`src/hdl/gae_pkg.sv`:
```
// shared types and constants of the grain envelope core
package gae_pkg;

  localparam int unsigned GainW    = 16;
  localparam int unsigned DivSteps = GainW;
  localparam logic [GainW-1:0] Unity = 16'h8000;

  localparam int unsigned CfgIdxW = 3;
  typedef logic [CfgIdxW-1:0] cfg_idx_t;

  localparam cfg_idx_t RegGrainLength    = 3'd0;
  localparam cfg_idx_t RegAttackSamples  = 3'd1;
  localparam cfg_idx_t RegDecaySamples   = 3'd2;
  localparam cfg_idx_t RegReleaseSamples = 3'd3;
  localparam cfg_idx_t RegSustainLevel   = 3'd4;

  localparam int unsigned GrainLengthRst = 4800;
  localparam int unsigned SegmentRst     = 480;
  localparam logic [GainW-1:0] SustainRst = 16'd26214;

  typedef struct packed {
    logic load;
    logic seg;
    logic mul;
    logic num;
    logic div_step;
    logic out_load;
  } gae_cmd_t;

  typedef struct packed {
    logic div_last;
  } gae_status_t;

endpackage

```
`src/hdl/gae_if.sv`:
```
// request, result and configuration channel interfaces
interface gae_in_if #(
  parameter int unsigned SAMPLE_WIDTH = 16
) ();
  logic                           valid;
  logic                           ready;
  logic signed [SAMPLE_WIDTH-1:0] sample_in;

  modport source (output valid, output sample_in, input ready);
  modport sink (input valid, input sample_in, output ready);
endinterface

interface gae_out_if #(
  parameter int unsigned SAMPLE_WIDTH = 16
) ();
  logic                           valid;
  logic                           ready;
  logic signed [SAMPLE_WIDTH-1:0] sample_out;
  logic                           grain_end;

  modport source (output valid, output sample_out, output grain_end, input ready);
  modport sink (input valid, input sample_out, input grain_end, output ready);
endinterface

interface gae_cfg_if import gae_pkg::*; #(
  parameter int unsigned DATA_WIDTH = 16
) ();
  logic                  valid;
  logic                  ready;
  cfg_idx_t              reg_index;
  logic [DATA_WIDTH-1:0] reg_data;

  modport source (output valid, output reg_index, output reg_data, input ready);
  modport sink (input valid, input reg_index, input reg_data, output ready);
endinterface

```
`src/hdl/gae_datapath.sv`:
```
// envelope datapath: registers, segment select, multiplier, serial divider, scaling
module gae_datapath import gae_pkg::*; #(
  parameter int unsigned SAMPLE_WIDTH = 16,
  parameter int unsigned COUNT_WIDTH  = 16,
  parameter int unsigned CFG_WIDTH    = 16
) (
  input  logic                           clk_i,
  input  logic                           rst_ni,
  input  gae_cmd_t                       cmd_i,
  output gae_status_t                    status_o,
  input  logic                           cfg_we_i,
  input  cfg_idx_t                       cfg_index_i,
  input  logic [CFG_WIDTH-1:0]           cfg_data_i,
  input  logic signed [SAMPLE_WIDTH-1:0] sample_i,
  output logic signed [SAMPLE_WIDTH-1:0] sample_o,
  output logic                           grain_end_o
);

  localparam int unsigned CW   = COUNT_WIDTH;
  localparam int unsigned NumW = COUNT_WIDTH + GainW;
  localparam int unsigned PosW = COUNT_WIDTH + 2;
  localparam int unsigned CntW = $clog2(DivSteps);
  localparam int unsigned ProdW = SAMPLE_WIDTH + GainW + 1;
  localparam logic signed [PosW-1:0] OneS = PosW'(1);

  logic [CW-1:0]    len_q, att_q, dec_q, rel_q;
  logic [GainW-1:0] sus_q;
  logic [CW-1:0]    idx_q, idx_d;

  logic signed [SAMPLE_WIDTH-1:0] smp_q;
  logic                           last_q, last_d;
  logic [CW-1:0]    op_a_q, op_a_d;
  logic [GainW-1:0] op_b_q, op_b_d;
  logic [CW-1:0]    den_q, den_d;
  logic             decay_q, decay_d;
  logic [NumW-1:0]  prod_q, num_c;
  logic [CW-1:0]    rem_q;
  logic [GainW-1:0] quo_q;
  logic [CntW-1:0]  cnt_q;
  logic signed [SAMPLE_WIDTH-1:0] out_q;
  logic                           end_q;

  logic [CW-1:0]    len1, a1, d1, r1;
  logic [GainW-1:0] sus_sat;
  logic signed [PosW-1:0] idx_s, a_s, de_s, se_raw, se_s, lm1_s, left_s, rel_den_s;
  logic [CW:0]      trial;
  logic             fits;
  logic signed [ProdW-1:0] scaled;

  // zero lengths act as one, sustain saturates at unity
  assign len1    = (len_q == '0) ? CW'(1) : len_q;
  assign a1      = (att_q == '0) ? CW'(1) : att_q;
  assign d1      = (dec_q == '0) ? CW'(1) : dec_q;
  assign r1      = (rel_q == '0) ? CW'(1) : rel_q;
  assign sus_sat = (sus_q > Unity) ? Unity : sus_q;

  assign idx_s     = signed'({2'b00, idx_q});
  assign a_s       = signed'({2'b00, a1});
  assign de_s      = a_s + signed'({2'b00, d1});
  assign se_raw    = signed'({2'b00, len1}) - signed'({2'b00, r1});
  assign se_s      = (se_raw < de_s) ? de_s : se_raw;
  assign lm1_s     = signed'({2'b00, len1}) - OneS;
  assign left_s    = lm1_s - idx_s;
  assign rel_den_s = lm1_s - se_s;

  always_comb begin
    op_a_d  = '0;
    op_b_d  = sus_sat;
    den_d   = CW'(1);
    decay_d = 1'b0;
    if (idx_s < a_s) begin
      op_a_d = idx_q;
      op_b_d = Unity;
      den_d  = a1;
    end else if (idx_s < de_s) begin
      op_a_d  = CW'(idx_s - a_s);
      op_b_d  = Unity - sus_sat;
      den_d   = d1;
      decay_d = 1'b1;
    end else if (idx_s < se_s) begin
      op_a_d = CW'(1);
    end else if (lm1_s > se_s) begin
      op_a_d = left_s[PosW-1] ? '0 : CW'(left_s);
      den_d  = CW'(rel_den_s);
    end
  end

  assign last_d = (idx_q >= (len1 - CW'(1)));
  assign idx_d  = last_d ? '0 : idx_q + CW'(1);

  assign num_c = decay_q ? ((NumW'(den_q) << (GainW - 1)) - prod_q) : prod_q;

  assign trial = {rem_q, quo_q[GainW-1]};
  assign fits  = (trial >= {1'b0, den_q});

  assign scaled = smp_q * signed'({1'b0, quo_q});

  always_ff @(posedge clk_i or negedge rst_ni) begin
    if (!rst_ni) begin
      len_q <= CW'(GrainLengthRst);
      att_q <= CW'(SegmentRst);
      dec_q <= CW'(SegmentRst);
      rel_q <= CW'(SegmentRst);
      sus_q <= SustainRst;
      idx_q <= '0;
      cnt_q <= '0;
    end else begin
      if (cfg_we_i) begin
        unique case (cfg_index_i)
          RegGrainLength:    len_q <= cfg_data_i[CW-1:0];
          RegAttackSamples:  att_q <= cfg_data_i[CW-1:0];
          RegDecaySamples:   dec_q <= cfg_data_i[CW-1:0];
          RegReleaseSamples: rel_q <= cfg_data_i[CW-1:0];
          RegSustainLevel:   sus_q <= cfg_data_i[GainW-1:0];
          default: ;
        endcase
      end
      if (cmd_i.seg) begin
        idx_q <= idx_d;
      end
      if (cmd_i.num) begin
        cnt_q <= '0;
      end else if (cmd_i.div_step) begin
        cnt_q <= cnt_q + CntW'(1);
      end
    end
  end

  always_ff @(posedge clk_i) begin
    if (cmd_i.load) begin
      smp_q  <= sample_i;
      last_q <= last_d;
    end
    if (cmd_i.seg) begin
      op_a_q  <= op_a_d;
      op_b_q  <= op_b_d;
      den_q   <= den_d;
      decay_q <= decay_d;
    end
    if (cmd_i.mul) begin
      prod_q <= NumW'(op_a_q) * NumW'(op_b_q);
    end
    if (cmd_i.num) begin
      rem_q <= num_c[NumW-1:GainW];
      quo_q <= num_c[GainW-1:0];
    end else if (cmd_i.div_step) begin
      rem_q <= fits ? CW'(trial - {1'b0, den_q}) : trial[CW-1:0];
      quo_q <= {quo_q[GainW-2:0], fits};
    end
    if (cmd_i.out_load) begin
      out_q <= scaled[SAMPLE_WIDTH+GainW-2:GainW-1];
      end_q <= last_q;
    end
  end

  assign status_o.div_last = (cnt_q == CntW'(DivSteps - 1));
  assign sample_o          = out_q;
  assign grain_end_o       = end_q;

endmodule

```
`src/hdl/gae_ctrl.sv`:
```
// sequencing state machine and result valid flag
module gae_ctrl import gae_pkg::*; (
  input  logic        clk_i,
  input  logic        rst_ni,
  input  logic        in_valid_i,
  output logic        in_ready_o,
  output logic        out_valid_o,
  input  logic        out_ready_i,
  input  gae_status_t status_i,
  output gae_cmd_t    cmd_o
);

  localparam logic [2:0] StIdle = 3'd0;
  localparam logic [2:0] StSeg  = 3'd1;
  localparam logic [2:0] StMul  = 3'd2;
  localparam logic [2:0] StNum  = 3'd3;
  localparam logic [2:0] StDiv  = 3'd4;
  localparam logic [2:0] StOut  = 3'd5;

  logic [2:0] state_q, state_d;
  logic       out_valid_q, out_valid_d;

  always_comb begin
    state_d     = state_q;
    cmd_o       = '0;
    out_valid_d = out_valid_q;
    if (out_valid_q && out_ready_i) begin
      out_valid_d = 1'b0;
    end
    unique case (state_q)
      StIdle: begin
        if (in_valid_i) begin
          cmd_o.load = 1'b1;
          state_d    = StSeg;
        end
      end
      StSeg: begin
        cmd_o.seg = 1'b1;
        state_d   = StMul;
      end
      StMul: begin
        cmd_o.mul = 1'b1;
        state_d   = StNum;
      end
      StNum: begin
        cmd_o.num = 1'b1;
        state_d   = StDiv;
      end
      StDiv: begin
        cmd_o.div_step = 1'b1;
        if (status_i.div_last) begin
          state_d = StOut;
        end
      end
      StOut: begin
        if (!out_valid_q || out_ready_i) begin
          cmd_o.out_load = 1'b1;
          out_valid_d    = 1'b1;
          state_d        = StIdle;
        end
      end
      default: state_d = StIdle;
    endcase
  end

  always_ff @(posedge clk_i or negedge rst_ni) begin
    if (!rst_ni) begin
      state_q     <= StIdle;
      out_valid_q <= 1'b0;
    end else begin
      state_q     <= state_d;
      out_valid_q <= out_valid_d;
    end
  end

  assign in_ready_o  = (state_q == StIdle);
  assign out_valid_o = out_valid_q;

endmodule

```
`src/hdl/grain_adsr_envelope_core.sv`:
```
// top level of the grain envelope core
//
//  port   | dir  | contents
//  cfg_i  | in   | reg_index, reg_data (register writes)
//  req_i  | in   | sample_in
//  rsp_o  | out  | sample_out, grain_end
//
// one request passes through segment select, multiply, numerator, the 16
// one-bit steps of the serial gain divider and scaling before its result
// is ready. the next request is accepted the cycle after the result is
// loaded, even while it waits to be taken.
// reset restores the register defaults and returns the grain index to zero.
// a stalled result holds the output register and the final scaling step.
module grain_adsr_envelope_core import gae_pkg::*; #(
  parameter int unsigned SAMPLE_WIDTH = 16,
  parameter int unsigned COUNT_WIDTH  = 16
) (
  input  logic      clk_i,
  input  logic      rst_ni,
  gae_cfg_if.sink   cfg_i,
  gae_in_if.sink    req_i,
  gae_out_if.source rsp_o
);

  localparam int unsigned CfgW = (COUNT_WIDTH > GainW) ? COUNT_WIDTH : GainW;

  gae_cmd_t    cmd;
  gae_status_t status;

  assign cfg_i.ready = 1'b1;

  gae_datapath #(
    .SAMPLE_WIDTH (SAMPLE_WIDTH),
    .COUNT_WIDTH  (COUNT_WIDTH),
    .CFG_WIDTH    (CfgW)
  ) u_datapath (
    .clk_i       (clk_i),
    .rst_ni      (rst_ni),
    .cmd_i       (cmd),
    .status_o    (status),
    .cfg_we_i    (cfg_i.valid && cfg_i.ready),
    .cfg_index_i (cfg_i.reg_index),
    .cfg_data_i  (cfg_i.reg_data),
    .sample_i    (req_i.sample_in),
    .sample_o    (rsp_o.sample_out),
    .grain_end_o (rsp_o.grain_end)
  );

  gae_ctrl u_ctrl (
    .clk_i       (clk_i),
    .rst_ni      (rst_ni),
    .in_valid_i  (req_i.valid),
    .in_ready_o  (req_i.ready),
    .out_valid_o (rsp_o.valid),
    .out_ready_i (rsp_o.ready),
    .status_i    (status),
    .cmd_o       (cmd)
  );

`ifndef NO_ASSERTIONS
  a_busy_after_request: assert property (@(posedge clk_i) disable iff (!rst_ni)
    (req_i.valid && req_i.ready) |=> !req_i.ready)
    else $error("request accepted while previous one in flight");

  a_result_slot_free: assert property (@(posedge clk_i) disable iff (!rst_ni)
    cmd.out_load |-> (!rsp_o.valid || rsp_o.ready))
    else $error("result overwritten before it was taken");

  a_valid_rises_busy: assert property (@(posedge clk_i) disable iff (!rst_ni)
    $rose(rsp_o.valid) |-> $past(!req_i.ready))
    else $error("result appeared without a request in flight");
`endif

endmodule
```
`src/flat_wrapper.sv`:
```
// flat-port wrapper written by rule: the top's interface ports become plain ports
module grain_adsr_envelope_core_flat import gae_pkg::*;
#(
  parameter int unsigned SAMPLE_WIDTH = 16,
  parameter int unsigned COUNT_WIDTH  = 16
)
  (clk_i, rst_ni, cfg_i_valid, cfg_i_reg_index, cfg_i_reg_data, cfg_i_ready, req_i_valid, req_i_sample_in, req_i_ready, rsp_o_valid, rsp_o_sample_out, rsp_o_grain_end, rsp_o_ready);
  gae_cfg_if cfg_i_i ();
  gae_in_if #(.SAMPLE_WIDTH(SAMPLE_WIDTH)) req_i_i ();
  gae_out_if #(.SAMPLE_WIDTH(SAMPLE_WIDTH)) rsp_o_i ();
  input  logic clk_i;
  input  logic rst_ni;
  input wire logic [$bits(cfg_i_i.valid)-1:0] cfg_i_valid;
  input wire logic [$bits(cfg_i_i.reg_index)-1:0] cfg_i_reg_index;
  input wire logic [$bits(cfg_i_i.reg_data)-1:0] cfg_i_reg_data;
  output wire logic [$bits(cfg_i_i.ready)-1:0] cfg_i_ready;
  input wire logic [$bits(req_i_i.valid)-1:0] req_i_valid;
  input wire logic [$bits(req_i_i.sample_in)-1:0] req_i_sample_in;
  output wire logic [$bits(req_i_i.ready)-1:0] req_i_ready;
  output wire logic [$bits(rsp_o_i.valid)-1:0] rsp_o_valid;
  output wire logic [$bits(rsp_o_i.sample_out)-1:0] rsp_o_sample_out;
  output wire logic [$bits(rsp_o_i.grain_end)-1:0] rsp_o_grain_end;
  input wire logic [$bits(rsp_o_i.ready)-1:0] rsp_o_ready;
  assign cfg_i_i.valid = cfg_i_valid;
  assign cfg_i_i.reg_index = cfg_i_reg_index;
  assign cfg_i_i.reg_data = cfg_i_reg_data;
  assign cfg_i_ready = cfg_i_i.ready;
  assign req_i_i.valid = req_i_valid;
  assign req_i_i.sample_in = req_i_sample_in;
  assign req_i_ready = req_i_i.ready;
  assign rsp_o_valid = rsp_o_i.valid;
  assign rsp_o_sample_out = rsp_o_i.sample_out;
  assign rsp_o_grain_end = rsp_o_i.grain_end;
  assign rsp_o_i.ready = rsp_o_ready;
  grain_adsr_envelope_core #(.SAMPLE_WIDTH(SAMPLE_WIDTH), .COUNT_WIDTH(COUNT_WIDTH)) u_core (.clk_i(clk_i), .rst_ni(rst_ni), .cfg_i(cfg_i_i), .req_i(req_i_i), .rsp_o(rsp_o_i));
endmodule
```
`config.mk`:
```
export PLATFORM = sky130hd
export DESIGN_NAME = grain_adsr_envelope_core_flat
export DESIGN_NICKNAME = d
export VERILOG_FILES = /design/src/hdl/gae_pkg.sv /design/src/hdl/gae_if.sv /design/src/hdl/gae_datapath.sv /design/src/hdl/gae_ctrl.sv /design/src/hdl/grain_adsr_envelope_core.sv /design/src/flat_wrapper.sv
export SDC_FILE = /design/constraint.sdc
export NUM_CORES = 2
export LEC_CHECK = 0
export BUFFER_PORTS_ARGS = -buffer_cell sky130_fd_sc_hd__buf_2
export CORE_MARGIN = 4
export CORE_UTILIZATION = 60
export CTS_BUF_LIST = sky130_fd_sc_hd__clkbuf_8 sky130_fd_sc_hd__clkbuf_16
export CTS_CLUSTER_DIAMETER = 100
export DETAILED_ROUTE_END_ITERATION = 8
export PLACE_DENSITY = 0.84
export REMOVE_ABC_BUFFERS = 1
export SLEW_MARGIN = 20
export SYNTH_ARGS = -nofsm -noshare
export SYNTH_HDL_FRONTEND = slang
export SYNTH_SLANG_ARGS = --single-unit
export TNS_END_PERCENT = 5
```
`constraint.sdc`:
```
create_clock -name clk_i -period 18.89 [get_ports clk_i]
set_input_delay 1.889 -clock clk_i [delete_from_list [all_inputs] [get_ports clk_i]]
set_output_delay 1.889 -clock clk_i [all_outputs]
set_load 0.03 [all_outputs]
```
* Word level (Yosys, flattened, before mapping)
Index checks and enable logic that the tools add are counted.
** Word-level totals
- Memory bits (writable) :: 0
- Output and inout bits :: 20
- Bits in registers :: 251
- Memories :: 0
- Bits in latches :: 0
- Memory bits (read-only) :: 0
** Cells by class
- Shift-type cells :: 0
- Divide/modulo/power cells :: 0
- $add $sub $neg :: 12
- Eq/ne operators :: 13
- Bitwise gates (word level) :: 0
- Muxes and demuxes :: 41
- Reduce and logical (&&, ||, !) cells :: 16
- Multipliers :: 2
- Order comparisons :: 8
** Operators with widths (number)
- $mux W16 :: 21
- $logic_not A16 Y1 :: 4
- $sub A16 B16 Y16 :: 3
- $lt A17 B18 Y1 :: 2
- $mul A16 B16 Y32 :: 1
- $mux W32 :: 1
- $sub A31 B32 Y32 :: 1
- $mul A16 B17 Y31 :: 1
- $gt A17 B18 Y1 :: 1
- $mux W18 :: 1
- $pmux W3 S6 :: 1
- $sub A17 B17 Y18 :: 1
- $add A16 B16 Y17 :: 1
- $ge A17 B16 Y1 :: 1
- $lt A16 B17 Y1 :: 1
- $sub A16 B1 Y17 const B :: 1
- $sub A16 B16 Y17 :: 1
- $add A16 B1 Y16 const B :: 1
- $ge A16 B16 Y1 :: 1
- $gt A16 B16 Y1 const B :: 1
- $lt A16 B16 Y1 :: 1
- $sub A16 B1 Y16 const B :: 1
- $sub A16 B16 Y16 const A :: 1
- $eq A3 B2 Y1 const B :: 4
- 16 further kinds :: 39

* Longest topological paths before layout
- Word-level depth :: 10
- Mapped depth :: 42
- Mapped depth without buffers :: 38

* By module
Synthesis repeated with hierarchy kept, for this count alone.
** Second synthesis, totals
- Cell total of the unflattened synthesis :: 3778
- Area, all modules :: 34682.0 um^2
** Modules (own cells, without submodules)
- gae_datapath :: cells each 3752, area an instance 34453.0 um^2, sequential area each 6946.7 um^2, times used 1
- gae_ctrl :: cells each 24, area an instance 217.7 um^2, sequential area each 100.1 um^2, times used 1
- grain_adsr_envelope_core :: cells each 2, area an instance 11.3 um^2, sequential area each 0.0 um^2, times used 1

* Worst setup path before layout
OpenSTA, ideal clock, no wires.
- Kind :: reg2reg
- From :: register u_core.u_datapath.len_q[4]
- To :: register u_core.u_datapath.op_a_q[14] (data pin)
- Library setup time :: 273 ps
- Stages on the path, launching flop included :: 42
- Data arrival time :: 7909 ps
- Setup slack :: 10708 ps
- Cell sequence :: dfrtp_1 > buf_6 > or4_4 > or3_4 > or2_2 > nor2_1 > a21oi_1 > ha_1 > inv_1 > fa_1 > nand2_1 > a21oi_1 > a21oi_1 > xnor2_1 > ha_1 > a21oi_1 > o21ai_0 > a21oi_1 > [6 not listed] > clkbuf_1 > nand2b_1 > and2_1 > ha_1 > inv_1 > fa_1 > a21o_1 > a21oi_1 > o21ai_0 > a2111oi_0 > nor3_1 > o41ai_1 > mux2_4 > nand3b_1 > or3_1 > buf_6 > buf_8 > o221ai_2
** On the way
- Cells in the longest elaborated chain, start to end :: 10
- Elaborated cells on any way between the ends :: 14
- Those cells by class :: 3 x add/sub; 3 x order compare; 7 x mux; 1 x reduce/logical
** Ends and longest elaborated chain
- start, declared :: RTL line gae_datapath.sv:26 : logic [CW-1:0] len_q, att_q, dec_q, rel_q;
- start signal, assigned :: RTL line gae_datapath.sv:100 : len_q <= CW'(GrainLengthRst);
- start signal, assigned :: RTL line gae_datapath.sv:110 : RegGrainLength: len_q <= cfg_data_i[CW-1:0];
- $logic_not A16 Y1 :: RTL line gae_datapath.sv:51 : assign len1 = (len_q == '0) ? CW'(1) : len_q;
- $mux W16 (*) :: RTL line gae_datapath.sv:51
- $sub A16 B16 Y17 :: RTL line gae_datapath.sv:60 : assign se_raw = signed'({2'b00, len1}) - signed'({2'b00, r1});
- $lt A17 B18 Y1 :: RTL line gae_datapath.sv:61 : assign se_s = (se_raw < de_s) ? de_s : se_raw;
- $mux W18 :: RTL line gae_datapath.sv:61
- $gt A17 B18 Y1 :: RTL line gae_datapath.sv:82 : end else if (lm1_s > se_s) begin
- $mux W16 :: RTL line gae_datapath.sv:82
- $mux W16 (*) :: RTL line gae_datapath.sv:80 : end else if (idx_s < se_s) begin
- $mux W16 (*) :: RTL line gae_datapath.sv:75 : end else if (idx_s < de_s) begin
- $mux W16 (*) :: RTL line gae_datapath.sv:71 : if (idx_s < a_s) begin
- via u_core.u_datapath.op_a_d[14] :: RTL line gae_datapath.sv:32 : logic [CW-1:0] op_a_q, op_a_d;
- end signal, assigned :: RTL line gae_datapath.sv:135 : op_a_q <= op_a_d;
- end, declared :: RTL line gae_datapath.sv:32
Mark *: on every way through the listed nets, which the timed path passes. The rest lies on a longest branch.
A chain may end at the register's enable or synchronous reset.

* Final worst setup path
- From :: register u_core.u_datapath.len_q[4]
- To :: register u_core.u_datapath.op_a_q[5] (data pin)
The elaborated chain is that of the path after synthesis.

==> impl_metrics.env <==
export IMPL_cts_setup_buffers=0
export IMPL_ys_warn_count=0
export IMPL_slew_headroom_pct=31.63
export IMPL_placed_area_mm2=0.03497
export IMPL_die_area_mm2=0.06083
export IMPL_crit_type="reg -> reg"
export IMPL_ys_seq_elements=251
export IMPL_post_route_period_util_pct=52.14
export IMPL_wire_per_inst_um=19.35
export IMPL_synth_compound_area_share_pct=11.28
export IMPL_synth_async_reset_ratio_pct=41.43
export IMPL_final_nets=4499
export IMPL_area_delta_synth_final_pct=5.149
export IMPL_synth_area_leaders="fa_1, ha_1, edfxtp_1"
export IMPL_grt_ovfl_total=0
export IMPL_netlist_area_leader_share_pct=23.03
export IMPL_hold_viol=0
export IMPL_synth_main_ff_cell="edfxtp_1"
export IMPL_cp_max_fo=19
export IMPL_yosysMostFrequentCell="inv_1"
export IMPL_critPathMaxStageDelay_ns=0.71
export IMPL_syn_avg_cell_area_um2=9.148
export IMPL_cpMostUsedCell="a21oi_1"
export IMPL_post_cts_resized=0
export IMPL_fin_area_mm2=0.03593
export IMPL_dr_pass1_iters=7
export IMPL_fillCellCount=4478
export IMPL_multi_input_area_mm2=0.02429
export IMPL_place_congestion=0.9795
export IMPL_drive_above_1_share_pct=6.751
export IMPL_htreeDepth=1
export IMPL_cts_buffer_depth=3
export IMPL_cts_buffers=28
export IMPL_clk_pin_slew_ns=0.06
export IMPL_synth_top_family_by_area="adder cells"
export IMPL_vias_per_cell=5.979
export IMPL_tritoncts="done"
export IMPL_cp_end_kind="flip-flop"
export IMPL_synth_simple_gate_area_share_pct=15.75
export IMPL_setup_viol=0
export IMPL_grt_pass1_vias=27600
export IMPL_drc=0
export IMPL_pin_count=60
export IMPL_cp_slowest_cell="or3_1"
export IMPL_rsz0062_at_grt="false"
export IMPL_grt_max_degree=76
export IMPL_synth_cell_types=83
export IMPL_rows=87
export IMPL_wl_um=86300
export IMPL_core_area_mm2=0.05639
export IMPL_dpl_hpwl_um=67150
export IMPL_min_path_type="reg -> reg"
export IMPL_drtAntennaViolNets=0
export IMPL_regArea_mm2=0.007047
export IMPL_critPathLaunchType="flip-flop"
export IMPL_vias=26660
export IMPL_fp_dieH_um=246.6
export IMPL_die_x_um=246.6
export IMPL_setup_tns_ns=0
export IMPL_gr_usage_all_layers_pct=28.81
export IMPL_portBuffers=58
export IMPL_synthCells=3735
export IMPL_finClkSkew_ns=0.05612
export IMPL_synth_seq_area_share_pct=20.62
export IMPL_drt_iter0_markers=2141
export IMPL_clk_latency_ns=0.61
export IMPL_synth_common_cells="inv_1, nand2_1, fa_1"
export IMPL_synth_fa_ha_area_share_pct=37.18
export IMPL_grt_pass1_wl_um=140600
export IMPL_outcome="complete, no violations"
export IMPL_postCtsHoldBufs=0
export IMPL_synth_edff_count=147
export IMPL_antenna_found_initial=0
export IMPL_num_antenna_cells=0
export IMPL_slew_viol_final=0
export IMPL_fmax_mhz=101.5
export IMPL_clock_sinks=251
export IMPL_synthMuxAreaShare_pct=2.505
export IMPL_maxCapViolCount=0
export IMPL_synth_top_cell_by_area="fa_1"
export IMPL_netlist_area_mm2=0.03417
export IMPL_ctsRootBufferMaster="clkbuf_16"
export IMPL_synth_xor_area_share_pct=4.178
export IMPL_start_util_pct=60.59
export IMPL_min_period_ns=9.849
export IMPL_crit_required_ns=19.21
export IMPL_arrival_ns=10.17
export IMPL_tightest_slew_ns=1.024
[sequential cells by signal, summed over array words and instances, names as in the netlist]
signal	count
u_core.u_ctrl.state_q	3
u_core.u_datapath.smp_q	16
u_core.u_datapath.att_q	16
u_core.u_datapath.cnt_q	4
u_core.u_datapath.op_a_q	16
u_core.u_datapath.sus_q	16
u_core.u_datapath.len_q	16
u_core.u_datapath.decay_q	1
u_core.u_datapath.quo_q	16
u_core.u_datapath.prod_q	32
u_core.u_datapath.rem_q	16
u_core.u_datapath.sample_o	16
u_core.u_datapath.idx_q	16
u_core.u_ctrl.out_valid_o	1
u_core.u_datapath.dec_q	16
u_core.u_datapath.grain_end_o	1
u_core.u_datapath.rel_q	16
u_core.u_datapath.last_q	1
u_core.u_datapath.op_b_q	16
u_core.u_datapath.den_q	16
[layout by cell type, fill, tap and decap left out, types with 23 or more instances in the layout]
cell type	count
nand2b_1	44
a21oi_1	167
and2_1	196
buf_4	24
nor4_1	29
a21o_1	52
nor2b_1	30
o21ai_0	138
o21a_1	30
nor2_1	154
nor3_1	48
edfxtp_1	147
inv_1	602
xor2_1	60
ha_1	385
o21bai_1	23
mux2_2	64
nand3_1	39
dfstp_2	24
fa_1	393
dfrtp_1	80
buf_2	57
nand2_1	474
clkbuf_16	28
a211oi_1	23
xnor2_1	103
[critical path, delay by kind of cell (launching register included)]
family                     cells  cell delay [ns]
AOI/OAI and AO/OA             15             3.13
and+or+nand+nor               10             2.76
adders and majority gates      8             2.58
DFF                            1             0.46
muxes                          1             0.25
xor gates and xnor gates       1             0.21
buffers and inverters          2             0.13
[stage by stage]
stage | hold WS, ns | cells | worst slack (ns) | util, %
4_1_cts | 0.4236 | 4458 | 9.156 | 63.69
3_5_place_dp | 0.4090 | 4406 | 9.185 | 62.02
3_3_place_gp | 0.4047 | 4406 | 9.444 | 62.02
6_report | 0.4218 | 4459 | 9.041 | 63.71
5_1_grt | 0.4298 | 4459 | 8.199 | 63.71
2_1_floorplan | 0.4003 | 3570 | 10.50 | -
[path summary, 6_finish.rpt]
| path | endpoint | cells past startpoint | startpoint | slack, ns |
|---|---|---|---|---|
| hold / removal | u_core.u_datapath.grain_end_o | 0 | u_core.u_datapath.last_q | 0.42 |
| setup / recovery | u_core.u_datapath.op_a_q[5] | 37 | u_core.u_datapath.len_q[4] | 9.04 |
| min in group asynchronous | u_core.u_datapath.sus_q[15] | 1 | rst_ni | 1.22 |
| max in group asynchronous | u_core.u_ctrl.out_valid_o | 2 | rst_ni | 16.26 |
| setup reg to reg | u_core.u_datapath.op_a_q[5] | 37 | u_core.u_datapath.len_q[4] | 9.04 |
| hold reg to reg | u_core.u_datapath.grain_end_o | 0 | u_core.u_datapath.last_q | 0.42 |
[kinds of logic (layout without fill, tap and decap cells)]
logic type	Yosys count	count (layout)
AND/OR/NAND/NOR	1116	1116
XOR/XNOR	163	163
other	1	1
buffers and inverters	762	730
multiplexers	77	77
adder cells (fa/ha/maj)	780	780
flip-flops	251	251
AO/OA/AOI/OAI	585	585
[cell type report]
type | instances | share of cell area [%]
clock inverter | 16 | 0.3552
clock buffer | 36 | 2.257
tap | 756 | 2.633
sequential | 251 | 19.61
timing repair buffer | 81 | 1.296
multi-input combinational | 2722 | 67.61
inverter | 597 | 6.238
[layer usage]
metal	wire length [µm]	part of all wire [%]	track usage, %
met5	0	0	0
met4	5215	6.0	14.80
met2	42340	49	50.16
met3	5663	6.6	3.635
met1	33080	38	35.17
Power is left out: the tool's default activity adds up to more than one toggle a clock period on the data nets, which glitch-free logic cannot reach.
